**src/rtl/core/rlpc_pkg.sv**
```systemverilog
// rlpc_pkg: state codes, reset constants and evaluation structs for the
// reversing loop polarity controller. No dependencies.
`default_nettype none

package rlpc_pkg;

    localparam int unsigned TIMER_BITS_DEF   = 20;
    localparam int unsigned TIMEOUT_W        = 20;
    localparam int unsigned LOST_TIMEOUT_RST = 60000;
    localparam int unsigned NUM_DET          = 5;

    // controller states
    localparam logic [3:0] ST_OFF      = 4'd0;
    localparam logic [3:0] ST_PRE_A    = 4'd1;
    localparam logic [3:0] ST_IN_A     = 4'd2;
    localparam logic [3:0] ST_LEAVE_B  = 4'd3;
    localparam logic [3:0] ST_PRE_B    = 4'd4;
    localparam logic [3:0] ST_IN_B     = 4'd5;
    localparam logic [3:0] ST_LEAVE_A  = 4'd6;
    localparam logic [3:0] ST_FS_BOTH  = 4'd7;
    localparam logic [3:0] ST_FS_LOWV  = 4'd8;
    localparam logic [3:0] ST_FS_VOFF  = 4'd9;
    localparam logic [3:0] ST_FS_LONG  = 4'd10;

    // request kinds
    localparam logic REQ_UPDATE = 1'b0;
    localparam logic REQ_TICK   = 1'b1;

    // register word indexes
    localparam logic REG_LOST_TIMEOUT = 1'b0;

    // detector levels, left to right across the loop
    typedef struct packed {
        logic ext_b;
        logic int_b;
        logic int_m;
        logic int_a;
        logic ext_a;
    } t_levels;

    typedef struct packed {
        t_levels    lv;
        t_levels    pv;
        logic       volt;
        logic [3:0] state;
        logic       lost;
    } t_eval_req;

    typedef struct packed {
        logic [3:0] state;
        logic       lost;
        logic       start_timer;
    } t_eval_res;

endpackage

`default_nettype wire

```
**src/rtl/core/rlpc_eval.sv**
```systemverilog
// rlpc_eval: one evaluation of the loop state machine, edge and direction
// detection included. Purely combinational. Depends on rlpc_pkg.
`default_nettype none

module rlpc_eval (
    input  rlpc_pkg::t_eval_req i_req,
    output rlpc_pkg::t_eval_res o_res
);
    import rlpc_pkg::*;

    logic ea_fell, eb_fell, ia_rose, im_rose, ib_rose;
    logic loop_clear, all_clear, inside_loop, to_a, to_b, was_inside;
    logic in_use, lost_mid, left_loop;
    logic [3:0] s;
    t_levels lv, pv;

    always_comb begin
        lv = i_req.lv;
        pv = i_req.pv;

        ea_fell = !lv.ext_a && pv.ext_a;
        eb_fell = !lv.ext_b && pv.ext_b;
        ia_rose = lv.int_a && !pv.int_a;
        im_rose = lv.int_m && !pv.int_m;
        ib_rose = lv.int_b && !pv.int_b;

        loop_clear  = !lv.int_a && !lv.int_m && !lv.int_b;
        all_clear   = loop_clear && !lv.ext_a && !lv.ext_b;
        inside_loop = !loop_clear && !lv.ext_a && !lv.ext_b;
        to_a = inside_loop && (ia_rose || (im_rose && lv.int_b && !lv.int_a) || eb_fell);
        to_b = inside_loop && (ib_rose || (im_rose && lv.int_a && !lv.int_b) || ea_fell);
        was_inside = (pv.int_a || pv.int_m || pv.int_b) && !pv.ext_a && !pv.ext_b;

        in_use = i_req.state inside {ST_IN_A, ST_LEAVE_B, ST_IN_B, ST_LEAVE_A};

        // train gone from every detector while in the loop: start waiting
        o_res.start_timer = 1'b0;
        lost_mid          = i_req.lost;
        if (all_clear && was_inside && in_use && !i_req.lost) begin
            lost_mid          = 1'b1;
            o_res.start_timer = 1'b1;
        end else if (!all_clear && i_req.lost) begin
            lost_mid = 1'b0;
        end
        left_loop = all_clear && !lost_mid;

        s = i_req.state;
        case (i_req.state)
            ST_OFF: begin
                if (i_req.volt)                s = ST_FS_VOFF;
                else if (lv.ext_a && !lv.ext_b) s = ST_PRE_A;
                else if (lv.ext_b && !lv.ext_a) s = ST_PRE_B;
            end
            ST_PRE_A: begin
                if (!i_req.volt)    s = ST_FS_LOWV;
                else if (lv.ext_b)  s = ST_FS_BOTH;
                else if (lv.int_a)  s = ST_IN_A;
                else if (!lv.ext_a) s = ST_OFF;
            end
            ST_IN_A: begin
                if (!i_req.volt)                 s = ST_FS_LOWV;
                else if (lv.ext_b)               s = ST_FS_BOTH;
                else if (lv.ext_a && lv.int_b)   s = ST_FS_LONG;
                else if (!lv.ext_a && lv.int_b)  s = ST_LEAVE_B;
                else if (left_loop)              s = ST_OFF;
                else if (loop_clear && lv.ext_a) s = ST_PRE_A;
            end
            ST_LEAVE_B: begin
                if (!i_req.volt)                              s = ST_FS_LOWV;
                else if (to_a)                                s = ST_LEAVE_A;
                else if (left_loop)                           s = ST_OFF;
                else if (loop_clear && lv.ext_b && !lv.ext_a) s = ST_PRE_B;
                else if (loop_clear && lv.ext_a && !lv.ext_b) s = ST_PRE_A;
                else if (loop_clear && lv.ext_a && lv.ext_b)  s = ST_OFF;
            end
            ST_PRE_B: begin
                if (!i_req.volt)    s = ST_FS_LOWV;
                else if (lv.ext_a)  s = ST_FS_BOTH;
                else if (lv.int_b)  s = ST_IN_B;
                else if (!lv.ext_b) s = ST_OFF;
            end
            ST_IN_B: begin
                if (!i_req.volt)                 s = ST_FS_LOWV;
                else if (lv.ext_a)               s = ST_FS_BOTH;
                else if (lv.ext_b && lv.int_a)   s = ST_FS_LONG;
                else if (!lv.ext_b && lv.int_a)  s = ST_LEAVE_A;
                else if (left_loop)              s = ST_OFF;
                else if (loop_clear && lv.ext_b) s = ST_PRE_B;
            end
            ST_LEAVE_A: begin
                if (!i_req.volt)                              s = ST_FS_LOWV;
                else if (to_b)                                s = ST_LEAVE_B;
                else if (left_loop)                           s = ST_OFF;
                else if (loop_clear && lv.ext_a && !lv.ext_b) s = ST_PRE_A;
                else if (loop_clear && lv.ext_b && !lv.ext_a) s = ST_PRE_B;
                else if (loop_clear && lv.ext_a && lv.ext_b)  s = ST_OFF;
            end
            default: begin
                // fail-safe states, and codes that mean nothing
                if (all_clear && !i_req.volt) s = ST_OFF;
            end
        endcase

        o_res.state = s;
        // no waiting for a lost train while off or in fail-safe
        o_res.lost  = (s == ST_OFF || s >= ST_FS_BOTH) ? 1'b0 : lost_mid;
    end

endmodule

`default_nettype wire

```
**src/rtl/core/reversing_loop_polarity_controller.sv**
```systemverilog
// reversing loop polarity controller: an accepted word reaches its result word
// through the input register, then evaluation into the result register;
// throughput one word per cycle unless the result side stalls; the next-state evaluation is combinational.
// synchronous active-low reset: state off, detectors clear, lost flag and timer
// cleared, timeout register 60000 ticks. depends on rlpc_pkg and rlpc_eval.
`default_nettype none

module reversing_loop_polarity_controller #(
    parameter int unsigned TIMER_BITS = rlpc_pkg::TIMER_BITS_DEF
) (
    input  logic        i_clk,
    input  logic        i_rst_n,
    // input channel
    input  logic        i_in_valid,
    output logic        o_in_stall,
    input  logic        i_req_type,
    input  logic        i_ext_a,
    input  logic        i_int_a,
    input  logic        i_int_m,
    input  logic        i_int_b,
    input  logic        i_ext_b,
    input  logic        i_voltage_present,
    // result channel
    output logic        o_out_valid,
    input  logic        i_out_stall,
    output logic [3:0]  o_status,
    output logic        o_status_changed,
    output logic        o_loop_powered,
    output logic        o_polarity_b,
    output logic        o_train_lost,
    // configuration port
    input  logic        psel,
    input  logic        penable,
    input  logic        pwrite,
    input  logic [2:0]  paddr,
    input  logic [31:0] pwdata,
    output logic [31:0] prdata,
    output logic        pready
);
    import rlpc_pkg::*;

    // elapsed and timeout are compared at the wider of the two widths
    localparam int unsigned CMP_W = (TIMER_BITS > TIMEOUT_W) ? TIMER_BITS : TIMEOUT_W;

    // configuration register
    logic [TIMEOUT_W-1:0] r_timeout;

    // input register
    logic    r_in_vld;
    logic    r_in_tick;
    t_levels r_in_lv;
    logic    r_in_volt;

    // controller state
    logic [3:0]            r_state, n_state;
    t_levels               r_prev, n_prev;
    logic                  r_volt, n_volt;
    logic                  r_lost, n_lost;
    logic [TIMER_BITS-1:0] r_elapsed, n_elapsed;

    // result register
    logic       r_out_vld;
    logic [3:0] r_status;
    logic       r_changed;
    logic       r_powered;
    logic       r_pol_b;
    logic       r_lost_o;

    logic                  out_free, take_in, do_work;
    logic                  do_eval, timed_out;
    logic [TIMER_BITS-1:0] elapsed_inc;
    t_eval_req             ev_req;
    t_eval_res             ev_res;

    // ---------------------------------------------------------------
    // configuration: single word, pready tied high
    // ---------------------------------------------------------------
    assign pready = 1'b1;

    always_ff @(posedge i_clk) begin
        if (!i_rst_n) begin
            r_timeout <= TIMEOUT_W'(LOST_TIMEOUT_RST);
        end else if (psel && penable && pwrite && paddr[2] == REG_LOST_TIMEOUT) begin
            r_timeout <= pwdata[TIMEOUT_W-1:0];
        end
    end

    always_comb begin
        prdata = '0;
        if (paddr[2] == REG_LOST_TIMEOUT) prdata[TIMEOUT_W-1:0] = r_timeout;
    end

    // ---------------------------------------------------------------
    // handshake: the input register holds only while a result is stuck
    // ---------------------------------------------------------------
    assign out_free   = !r_out_vld || !i_out_stall;
    assign do_work    = r_in_vld && out_free;
    assign o_in_stall = r_in_vld && !out_free;
    assign take_in    = i_in_valid && !o_in_stall;

    always_ff @(posedge i_clk) begin
        if (!i_rst_n) begin
            r_in_vld <= 1'b0;
        end else if (take_in) begin
            r_in_vld <= 1'b1;
        end else if (do_work) begin
            r_in_vld <= 1'b0;
        end
    end

    always_ff @(posedge i_clk) begin
        if (take_in) begin
            r_in_tick     <= i_req_type;
            r_in_lv.ext_a <= i_ext_a;
            r_in_lv.int_a <= i_int_a;
            r_in_lv.int_m <= i_int_m;
            r_in_lv.int_b <= i_int_b;
            r_in_lv.ext_b <= i_ext_b;
            r_in_volt     <= i_voltage_present;
        end
    end

    // ---------------------------------------------------------------
    // lost-train timer: saturating count, fires when the incremented count >= timeout
    // ---------------------------------------------------------------
    assign elapsed_inc = (&r_elapsed) ? r_elapsed : r_elapsed + 1'b1;
    assign timed_out   = CMP_W'(elapsed_inc) >= CMP_W'(r_timeout);

    // an update always evaluates; a tick only when a lost train times out,
    // and then with the stored levels as both current and previous
    always_comb begin
        do_eval = (r_in_tick == REQ_UPDATE) || (r_lost && timed_out);

        ev_req.lv    = (r_in_tick == REQ_UPDATE) ? r_in_lv : r_prev;
        ev_req.pv    = r_prev;
        ev_req.volt  = (r_in_tick == REQ_UPDATE) ? r_in_volt : r_volt;
        ev_req.state = r_state;
        ev_req.lost  = (r_in_tick == REQ_UPDATE) ? r_lost : 1'b0;
    end

    rlpc_eval u_eval (
        .i_req (ev_req),
        .o_res (ev_res)
    );

    always_comb begin
        n_state   = r_state;
        n_prev    = r_prev;
        n_volt    = r_volt;
        n_lost    = r_lost;
        n_elapsed = r_elapsed;

        if (r_in_tick == REQ_UPDATE) n_volt = r_in_volt;
        if (r_in_tick == REQ_TICK && r_lost) n_elapsed = elapsed_inc;

        if (do_eval) begin
            n_state = ev_res.state;
            n_prev  = ev_req.lv;
            n_lost  = ev_res.lost;
            if (ev_res.start_timer) n_elapsed = '0;
        end
    end

    always_ff @(posedge i_clk) begin
        if (!i_rst_n) begin
            r_state   <= ST_OFF;
            r_prev    <= '0;
            r_volt    <= 1'b0;
            r_lost    <= 1'b0;
            r_elapsed <= '0;
        end else if (do_work) begin
            r_state   <= n_state;
            r_prev    <= n_prev;
            r_volt    <= n_volt;
            r_lost    <= n_lost;
            r_elapsed <= n_elapsed;
        end
    end

    // ---------------------------------------------------------------
    // result register
    // ---------------------------------------------------------------
    always_ff @(posedge i_clk) begin
        if (!i_rst_n) begin
            r_out_vld <= 1'b0;
        end else if (out_free) begin
            r_out_vld <= do_work;
        end
    end

    always_ff @(posedge i_clk) begin
        if (do_work) begin
            r_status  <= n_state;
            r_changed <= (n_state != r_state);
            r_powered <= (n_state >= ST_PRE_A) && (n_state <= ST_LEAVE_A);
            r_pol_b   <= (n_state >= ST_LEAVE_B) && (n_state <= ST_IN_B);
            r_lost_o  <= n_lost;
        end
    end

    assign o_out_valid      = r_out_vld;
    assign o_status         = r_status;
    assign o_status_changed = r_changed;
    assign o_loop_powered   = r_powered;
    assign o_polarity_b     = r_pol_b;
    assign o_train_lost     = r_lost_o;

endmodule

`default_nettype wire

```
**config.mk**
```make
export PLATFORM = sky130hd
export DESIGN_NAME = reversing_loop_polarity_controller
export DESIGN_NICKNAME = d
export VERILOG_FILES = /design/src/rtl/core/rlpc_pkg.sv /design/src/rtl/core/rlpc_eval.sv /design/src/rtl/core/reversing_loop_polarity_controller.sv
export SDC_FILE = /design/constraint.sdc
export NUM_CORES = 1
export LEC_CHECK = 0
export BUFFER_PORTS_ARGS = -buffer_cell sky130_fd_sc_hd__clkbuf_2
export CORE_MARGIN = 10
export CORE_UTILIZATION = 48
export DETAILED_ROUTE_END_ITERATION = 10
export PLACE_DENSITY = 0.75
export SLEW_MARGIN = 0
export SYNTH_ARGS = -nofsm -noshare
export SYNTH_HDL_FRONTEND = slang
export SYNTH_HIERARCHICAL = 1
export SYNTH_SLANG_ARGS = --single-unit
```
**constraint.sdc**
```tcl
create_clock -name i_clk -period 6.71 [get_ports i_clk]
set_input_delay 1.0065 -clock i_clk [delete_from_list [all_inputs] [get_ports i_clk]]
set_output_delay 1.0065 -clock i_clk [all_outputs]
set_load 0.005 [all_outputs]
```
======== Word-level counts from Yosys, hierarchy flattened ========
Cells that the tools add are included.
word-level totals
  output and inout bits ................... 43
  input bits .............................. 49
  bits in registers ....................... 68
  word-level logic and storage cells ...... 172
operators by class
  eq/ne operators ......................... 7
  add/sub/neg operators ................... 1
  order comparisons ....................... 6
  bitwise gates (word level) .............. 2
  reduce and logical (&&, ||, !) cells .... 80
  muxes and demuxes ....................... 52
operators with widths
  operator                 number
  $mux W4                  36
  $mux W20                 5
  $logic_and A1 B1 Y1      46
  $pmux W4 S7              1
  $add A20 B1 Y20 const B  1
  $ge A20 B20 Y1           1
  $reduce_and A20 Y1       1
  $logic_not A1 Y1         19
  $eq A4 B3 Y1 const B     3
  $logic_or A1 B1 Y1       9
  $mux W1                  9
  $eq A4 B2 Y1 const B     2
  $le A4 B3 Y1 const B     2
  $logic_not A4 Y1         2
  $mux W5                  1
  $eq A4 B1 Y1 const B     1
  $ge A4 B1 Y1 const B     1
  $ge A4 B2 Y1 const B     1
  $ge A4 B3 Y1 const B     1
  $ne A4 B4 Y1             1
  $reduce_bool A4 Y1       1
  $not A1 Y1               2
  $reduce_and A2 Y1        1
  $reduce_bool A2 Y1       1

======== Logic depth before layout (Yosys ltp) ========
Gate-level depths: netlist (run 1).
  word-level depth ........................ 22
  gate-level depth with buffers ........... 16
  depth with buffers taken out ............ 15

======== Modules after synthesis ========
The synthesis (run 1) kept the hierarchy.
by module, submodules not included
  module                              cells each  area an instance (um^2)  sequential area each (um^2)  instances
  reversing_loop_polarity_controller  475         3988.8                   1511.4                       1
  rlpc_eval                           117         769.5                    0.0                          1

======== Worst setup path after synthesis (run 1) ========
No wires, ideal clock.
  path type ............................... reg-to-reg
  from .................................... register r_elapsed[11]
  to ...................................... register r_powered, in the netlist o_loop_powered, data pin
  buffers on the path ..................... 2
  stages on the path, launching flop included .. 16
  required time ........................... 6.450 ns
  arrival ................................. 3.430 ns
  setup slack ............................. 3.020 ns
  period minus slack after synthesis ...... 3.690 ns
  path through ............................ dfxtp_1 -> clkbuf_1 -> nand3_1 -> nor4_2 -> a21oi_1 -> nand3_1 -> xnor2_1 -> ha_1 -> nand2_1 -> or3_1 -> o221ai_1 -> a31oi_1 -> and2_1 -> buf_2 -> o21ai_2 -> mux2_2
between the ends
  cells in the longest elaborated chain, start to end .. 8
ends and longest elaborated chain
  element                                                       RTL line                                   text
  from (decl)                                                   reversing_loop_polarity_controller.sv:59   logic [TIMER_BITS-1:0] r_elapsed, n_elapsed;
  from (signal assigned)                                        reversing_loop_polarity_controller.sv:176  r_elapsed <= n_elapsed;
  $add A20 B1 Y20 / $reduce_and A20 Y1 (equally long branches)  reversing_loop_polarity_controller.sv:126  assign elapsed_inc = (&r_elapsed) ? r_elapsed : r_elapsed + 1'b1;
  $mux W20 *                                                    reversing_loop_polarity_controller.sv:126
  $ge A20 B20 Y1 *                                              reversing_loop_polarity_controller.sv:127  assign timed_out = CMP_W'(elapsed_inc) >= CMP_W'(r_timeout);
  $logic_and A1 B1 Y1 *                                         reversing_loop_polarity_controller.sv:132  do_eval = (r_in_tick == REQ_UPDATE) || (r_lost && timed_out);
  $logic_or A1 B1 Y1 *                                          reversing_loop_polarity_controller.sv:132
  $mux W4 *                                                     reversing_loop_polarity_controller.sv:156  if (do_eval) begin
  $ge A4 B1 Y1 / $le A4 B3 Y1 (equally long branches)           reversing_loop_polarity_controller.sv:195  r_powered <= (n_state >= ST_PRE_A) && (n_state <= ST_LEAVE_A);
  $logic_and A1 B1 Y1 *                                         reversing_loop_polarity_controller.sv:195
  to (signal assigned)                                          reversing_loop_polarity_controller.sv:195
  to (decl)                                                     reversing_loop_polarity_controller.sv:65   logic r_powered;
Mark *: on every way between the ends. The rest lies on a longest branch, timed or not.
A chain may end at the register's enable or synchronous reset.

======== Final worst setup path (run 1) ========
  from .................................... register r_elapsed[4]
  to ...................................... register r_elapsed[8]
between the ends
  cells in the longest elaborated chain, start to end .. 6
ends and longest elaborated chain
  element                                                       RTL line
  $add A20 B1 Y20 / $reduce_and A20 Y1 (equally long branches)  reversing_loop_polarity_controller.sv:126
  $mux W20 *                                                    reversing_loop_polarity_controller.sv:126
  $ge A20 B20 Y1                                                reversing_loop_polarity_controller.sv:127
  $logic_and A1 B1 Y1                                           reversing_loop_polarity_controller.sv:132
  $logic_or A1 B1 Y1                                            reversing_loop_polarity_controller.sv:132
  $mux W20 *                                                    reversing_loop_polarity_controller.sv:156
Marked as above.

==> impl_metrics.tcl, run 1 <==
set metrics [dict create \
    fp.dieW_um 120 \
    fmax_mhz 223 \
    yosys.area.top_type_share 0.223 \
    nNetsFinal 704 \
    slew_headroom 0.399 \
    synth_top_area_cell "dfxtp_1" \
    clk_latency_ns 0.36 \
    path_clk_slew_ns 0.08 \
    num_antenna_cells 0 \
    wl_per_cell_um 15.9 \
    post-route-min-period_ns 4.49 \
    skew_ns 0.0161 \
    dp.final_hpwl_um 9140 \
    synth-edff-count 15 \
    async_flop_share 0 \
    cp_cell_sequence "nand4_2 > nor4_2 > nand2_2 > nand4_1 > or3_1 > xnor2_1 > ha_1 > a21oi_1 > o21ai_0 > a221oi_1 > nand2b_1 > o2111ai_2 > or3_1 > o211ai_1" \
    crit_fanout 23 \
    grt_max_degree 45 \
    route.detailed.drc 0 \
    cts.sinks 68 \
    arrival_ns 4.74 \
    drv_slew 0 \
    finalCritPeriodShare 0.668 \
    power.leakage_nw 2.10 \
    synth_seq_cells 68 \
    cp.required_ns 6.97 \
    fp-row-count 36 \
    portBuffers 64 \
    drive_above_1_share 0.183 \
    cts_max_path_buffers 2 \
    p_int_uw 680 \
    postRouteAntennaNets 0 \
    cts_hold_buf 0 \
    tns_ns 0 \
    max_cap_viol_count 0 \
    place.gp.congestion 0.884 \
    grt_pass1_wl_um 20300 \
    startpoint_type "flop" \
    wl_um 12300 \
    via_per_inst 5.64 \
    cts_inserted_buffers 9 \
    vias 4351 \
    whs_ns 0.468 \
    die_h_um 120 \
    ios 92 \
    peakVddDrop_mv 0.158 \
    slowest_delay_ns 0.62 \
    cts_resized 0 \
    htreeDepth 3 \
    cts_setup_buffers 0 \
    syn_area_per_cell_um2 8.04 \
    yosysWarnings 6 \
    seq_area_frac_synth 0.318 \
    grt_pass1_vias 4115 \
    core_um2 9730 \
    grt_usage 0.169 \
    cts_tree "yes" \
    synth.most_common_cell "nand2_1" \
    syn_inst 592 \
    dieArea_um2 14300 \
    ys_types 77 \
    drt_pass1_iterations 5 \
    utilization 0.544 \
    status "complete, no violations" \
    synthTopCellsByCount "97 x nand2_1, 53 x dfxtp_1, 45 x nor2_1, 32 x inv_1, 27 x clkbuf_1" \
    drt_iter0_drc 303 \
    combPwrFrac 0.111 \
    cts_root_buffer "clkbuf_8" \
    synth_area_leaders "dfxtp_1 22%, edfxtp_1 9.5%, nand2_1 7.7%" \
    switchingPower_uw 232 \
    antenna_found_initial 0 \
    initial_core_util 0.489 \
    yosys_most_used_dff "dfxtp_1" \
    criticalPathCategory "reg -> reg" \
    grt_remaining_overflow 0 \
    slowest_stage "nor4_2" \
    rsz0062_at_grt "no" \
    switching_share 0.254 \
    setup_viol 0 \
    syn_to_final_growth_pct 11.2 \
    power_density_nw_per_um2 172 \
    cp-end-kind "flop" \
    hold_viol 0 \
    tightest_slew_ns 0.901 \
    hp-class "reg -> reg" \
    p_seq_frac 0.479 \
    syn_area_um2 4760 \
    crit_top_cell "or3_1" \
    p_clk_frac 0.410 \
]
## layout by cell type, fill, tap and decap left out, drive strengths merged, types with 13 or more instances in the layout
cell type  netlist  final
ha              21     21
dfxtp           53     53
clkbuf          27     74
nor3            14     14
mux2            16     16
a21boi          22     22
o21ai           20     20
a21oi           23     23
conb             2     13
nand3           15     15
edfxtp          15     15
nand2           98     98
nor2            47     47
inv             32     33
o211ai          18     18
## registers in the layout (all words and copies together), names as in the netlist
register,cells
ev_req,5
r_in_tick,1
r_timeout,20
r_lost,1
r_state,4
o_loop_powered,1
o_status_changed,1
r_elapsed,20
r_in_volt,1
r_in_vld,1
o_train_lost,1
o_out_valid,1
o_polarity_b,1
r_volt,1
r_in_lv,5
o_status,4
## critical path, delay by kind of cell, from the launching register on
family / cells / cell delay [ns]
AOI/OAI and AO/OA: 5 / 1.19
xor gates and xnor gates: 1 / 0.14
adders and majority gates: 1 / 0.28
DFF: 1 / 0.48
and+or+nand+nor: 7 / 2.29
## power by group through the flow
stage          Clock (mW)  Sequential (mW)  Combinational, mW
2_1_floorplan           0            0.443             0.0760
3_3_place_gp            0            0.446             0.0983
3_5_place_dp            0            0.447              0.100
4_1_cts             0.378            0.437              0.101
5_1_grt             0.396            0.439              0.113
6_report            0.374            0.437              0.101
## cell families (layout without fill, tap and decap cells)
kind of cell / count (synthesis) / count (layout) / share of synthesized area
buffers and inverters: 77 / 113 / 0.0715
muxes: 21 / 21 / 0.0484
adders and majority gates: 22 / 22 / 0.0573
DFF: 68 / 68 / 0.318
xor gates and xnor gates: 18 / 18 / 0.0331
and+or+nand+nor: 249 / 249 / 0.263
other: 2 / 13 / 0.00158
AOI/OAI and AO/OA: 135 / 135 / 0.207
## per-layer routing
layer	GRT usage	vias to the layer above	wire [um]
li1	-	2161	-
met3	0.0488	18	733
met2	0.289	130	5930
met4	0.0566	0	226
met5	0	-	0
met1	0.199	2042	5400
## area by class of cell
type | count | area [um^2]
clock inverters | 6 | 88.8
repair buffers | 65 | 328
fillers | 951 | 4440
multi-input cells | 458 | 2950
well taps | 133 | 166
inverters | 32 | 120
clock buffers | 10 | 128
flip-flops and latches | 68 | 1510
## stage by stage
stage                     instance area [um^2]  total power, mW  setup WS (ns)  cells
final                                     5290            0.912           2.22    772
after global routing                      5290            0.947           1.79    772
after CTS                                 5290            0.917           2.26    772
after detailed placement                  5070            0.547           2.30    756
after global placement                    5070            0.544           2.39    756
after floorplan                           4800            0.519           3.02    603
## path summary, 6_finish.rpt
check | to | startpoint | depth (start not counted) | slack, ns
setup reg to reg | r_elapsed[8] | r_elapsed[4] | 14 | 2.22
hold / removal | r_timeout[19] | r_timeout[19] | 2 | 0.47
setup / recovery | r_elapsed[8] | r_elapsed[4] | 14 | 2.22
hold reg to reg | r_timeout[19] | r_timeout[19] | 2 | 0.47
Power figures use the tool's default switching activity.
==> run 2, diff against run 1 <==
ABC_AREA = 1   (was default)
PLACE_DENSITY = 0.77   (was 0.75)
clock period = 3.9 ns   (was 6.71 ns; I/O delays follow)
==> impl_metrics.tcl, run 2 <==
set metrics [dict create \
    skew_ns 0.0144 \
    synth-edff-count 15 \
    wl_per_cell_um 13.2 \
    p_int_mw 1.18 \
    grt_max_degree 37 \
    drv_slew 0 \
    vias 5188 \
    synth_seq_cells 68 \
    cts_setup_buffers 0 \
    cts_max_path_buffers 2 \
    cp-end-kind "flop" \
    cts_root_buffer "clkbuf_8" \
    syn_inst 816 \
    antenna_found_initial 0 \
    hold_depth 1 \
    wl_um 13300 \
    cts_inserted_buffers 9 \
    synthTopCellsByCount "192 x nand2_1, 106 x inv_1, 78 x nor2_1, 72 x a21oi_1, 68 x nand3_1" \
    p_seq_frac 0.450 \
    seq_area_frac_synth 0.285 \
    yosysWarnings 6 \
    postRouteAntennaNets 0 \
    ys_types 49 \
    top_regs "r_elapsed x20, r_timeout x20" \
    rsz0062_at_grt "no" \
    hp-class "in -> reg" \
    status "complete, no violations" \
    peakVddDrop_mv 0.209 \
    crit_fanout 27 \
    final_cell_mix "192 x nand2_1, 106 x inv_1, 77 x nor2_1" \
    syn_to_final_growth_pct 9.68 \
    finalCritPeriodShare 0.901 \
    synth_top_area_cell "dfxtp_1" \
    nNetsFinal 935 \
    worst-r2r-cell-count 21 \
    core_um2 10800 \
    slowest_delay_ns 0.36 \
    cts_tree "yes" \
    max_cap_viol_count 0 \
    async_flop_share 0 \
    cp_cell_sequence "ha_1 > nand2_2 > nor3_4 > nand2_2 > nor2_4 > and2_4 > nand2_4 > nand2_1 > ha_1 > nand2_1 > inv_1 > nand2_1 > nand2_1 > a21oi_1 > nand4_1 > nand2_2 > nand2_4 > nand2_1 > buf_12 > nand3_1 > a21oi_1" \
    syn_area_per_cell_um2 6.51 \
    syn_area_um2 5310 \
    die_h_um 125 \
    grt_pass1_vias 4744 \
    ios 92 \
    setup_viol 0 \
    arrival_ns 3.77 \
    combPwrFrac 0.216 \
    drt_iter0_drc 525 \
    synth.most_common_cell "nand2_1" \
    power_density_nw_per_um2 298 \
    synth_area_leaders "dfxtp_1 20%, nand2_1 14%, edfxtp_1 8.5%" \
    via_per_inst 5.14 \
    criticalPathCategory "reg -> reg" \
    yosys.area.top_type_share 0.200 \
    cts.sinks 68 \
    switching_share 0.322 \
    final_common_cell "nand2_1" \
    grt_remaining_overflow 0 \
    fp-row-count 38 \
    startpoint_type "flop" \
    tns_ns 0 \
    utilization 0.537 \
    p_clk_frac 0.334 \
    slowest_stage "dfxtp_1" \
    clk_latency_ns 0.35 \
    yosys_most_used_dff "dfxtp_1" \
    fp.dieW_um 125 \
    tightest_slew_ns 0.957 \
    crit_top_cell "nand2_1" \
    drt_pass1_iterations 5 \
    power.leakage_nw 2.80 \
    switchingPower_uw 559 \
    grt_usage 0.170 \
    num_antenna_cells 0 \
    route.detailed.drc 0 \
    drive_above_1_share 0.164 \
    slew_headroom 0.358 \
    place.gp.congestion 0.939 \
    hold_viol 0 \
    initial_core_util 0.490 \
    post-route-min-period_ns 3.51 \
    cp.required_ns 4.16 \
    htreeDepth 3 \
    dp.final_hpwl_um 10000 \
    dieArea_um2 15700 \
    fmax_mhz 285 \
    grt_pass1_wl_um 23000 \
    path_clk_slew_ns 0.08 \
    portBuffers 64 \
]
run 2: cell types whose count changed in the layout (fill, tap and decap cells not counted), sizes merged, moves of 21 or more:
cell,before,now
a21boi,22,1
nand3,15,80
a21oi,23,76
nand2,98,208
nor2,47,91
o21ai,20,47
inv,33,113
run 2: path summary, 6_finish.rpt:
path	endpoint	slack, ns	from
setup / recovery	r_elapsed[3]	0.39	r_elapsed[0]
hold / removal	r_in_lv[1]	0.41	i_int_a
setup reg to reg	r_elapsed[3]	0.39	r_elapsed[0]
hold reg to reg	r_volt	0.46	r_volt
run 2: per-layer routing:
| metal | vias up | global-route usage | part of all wire |
|---|---|---|---|
| met1 | 2317 | 0.241 | 0.49 |
| met2 | 150 | 0.257 | 0.43 |
| met5 | - | 0 | 0 |
| met3 | 17 | 0.0359 | 0.066 |
| met4 | 0 | 0.0379 | 0.010 |
| li1 | 2704 | - | - |
run 2: through the flow:
step / instances / setup slack (ns) / power (mW) / area, um^2 / hold WS [ns]
2_1_floorplan: 827 / 0.699 / 1.08 / 5350 / 0.429
3_3_place_gp: 994 / 0.409 / 1.16 / 5630 / 0.444
4_1_cts: 1010 / 0.350 / 1.75 / 5820 / 0.394
6_report: 1010 / 0.388 / 1.74 / 5830 / 0.406
5_1_grt: 1010 / 0.00595 / 1.84 / 5830 / 0.397
3_5_place_dp: 994 / 0.398 / 1.17 / 5630 / 0.455
run 2: area by class of cell:
type | count | area (um^2)
Fill cell | 1119 | 5010
Multi-Input combinational cell | 600 | 3140
Sequential cell | 68 | 1510
Inverter | 115 | 432
Timing Repair Buffer | 71 | 385
Tap cell | 140 | 175
Clock buffer | 11 | 131
Clock inverter | 5 | 52.6
run 2: logic make-up after synthesis:
| group | count (synthesis) | share of synthesized area |
|---|---|---|
| AND/OR/NAND/NOR | 410 | 0.359 |
| buffers and inverters | 159 | 0.134 |
| AO/OA/AOI/OAI | 142 | 0.148 |
| flip-flops | 68 | 0.285 |
| adder cells (fa/ha/maj) | 21 | 0.0495 |
| XOR/XNOR | 14 | 0.0231 |
| other | 2 | 0.00141 |
run 2: timing repair:
| action | CTS | global route |
|---|---|---|
| hold buffers | 0 | 0 |
| endpoints found under the setup margin | 0 | 8 |
| gates resized for setup | 0 | 2 |
run 2: power by group through the flow:
stage               logic [mW]  clock network (mW)  registers, mW
floorplan                0.292                   0          0.790
global placement         0.367                   0          0.797
detailed placement       0.371                   0          0.798
CTS                      0.373               0.596          0.781
global route             0.434               0.618          0.786
finish                   0.376               0.579          0.782
run 2: worst max-delay path, delay by kind of cell, from the launching register on:
family / cells / cell delay, ns
flops: 1 / 0.36
simple gates: 15 / 2.05
fa+ha+maj: 2 / 0.49
buf+inv: 2 / 0.20
compound gates: 2 / 0.29
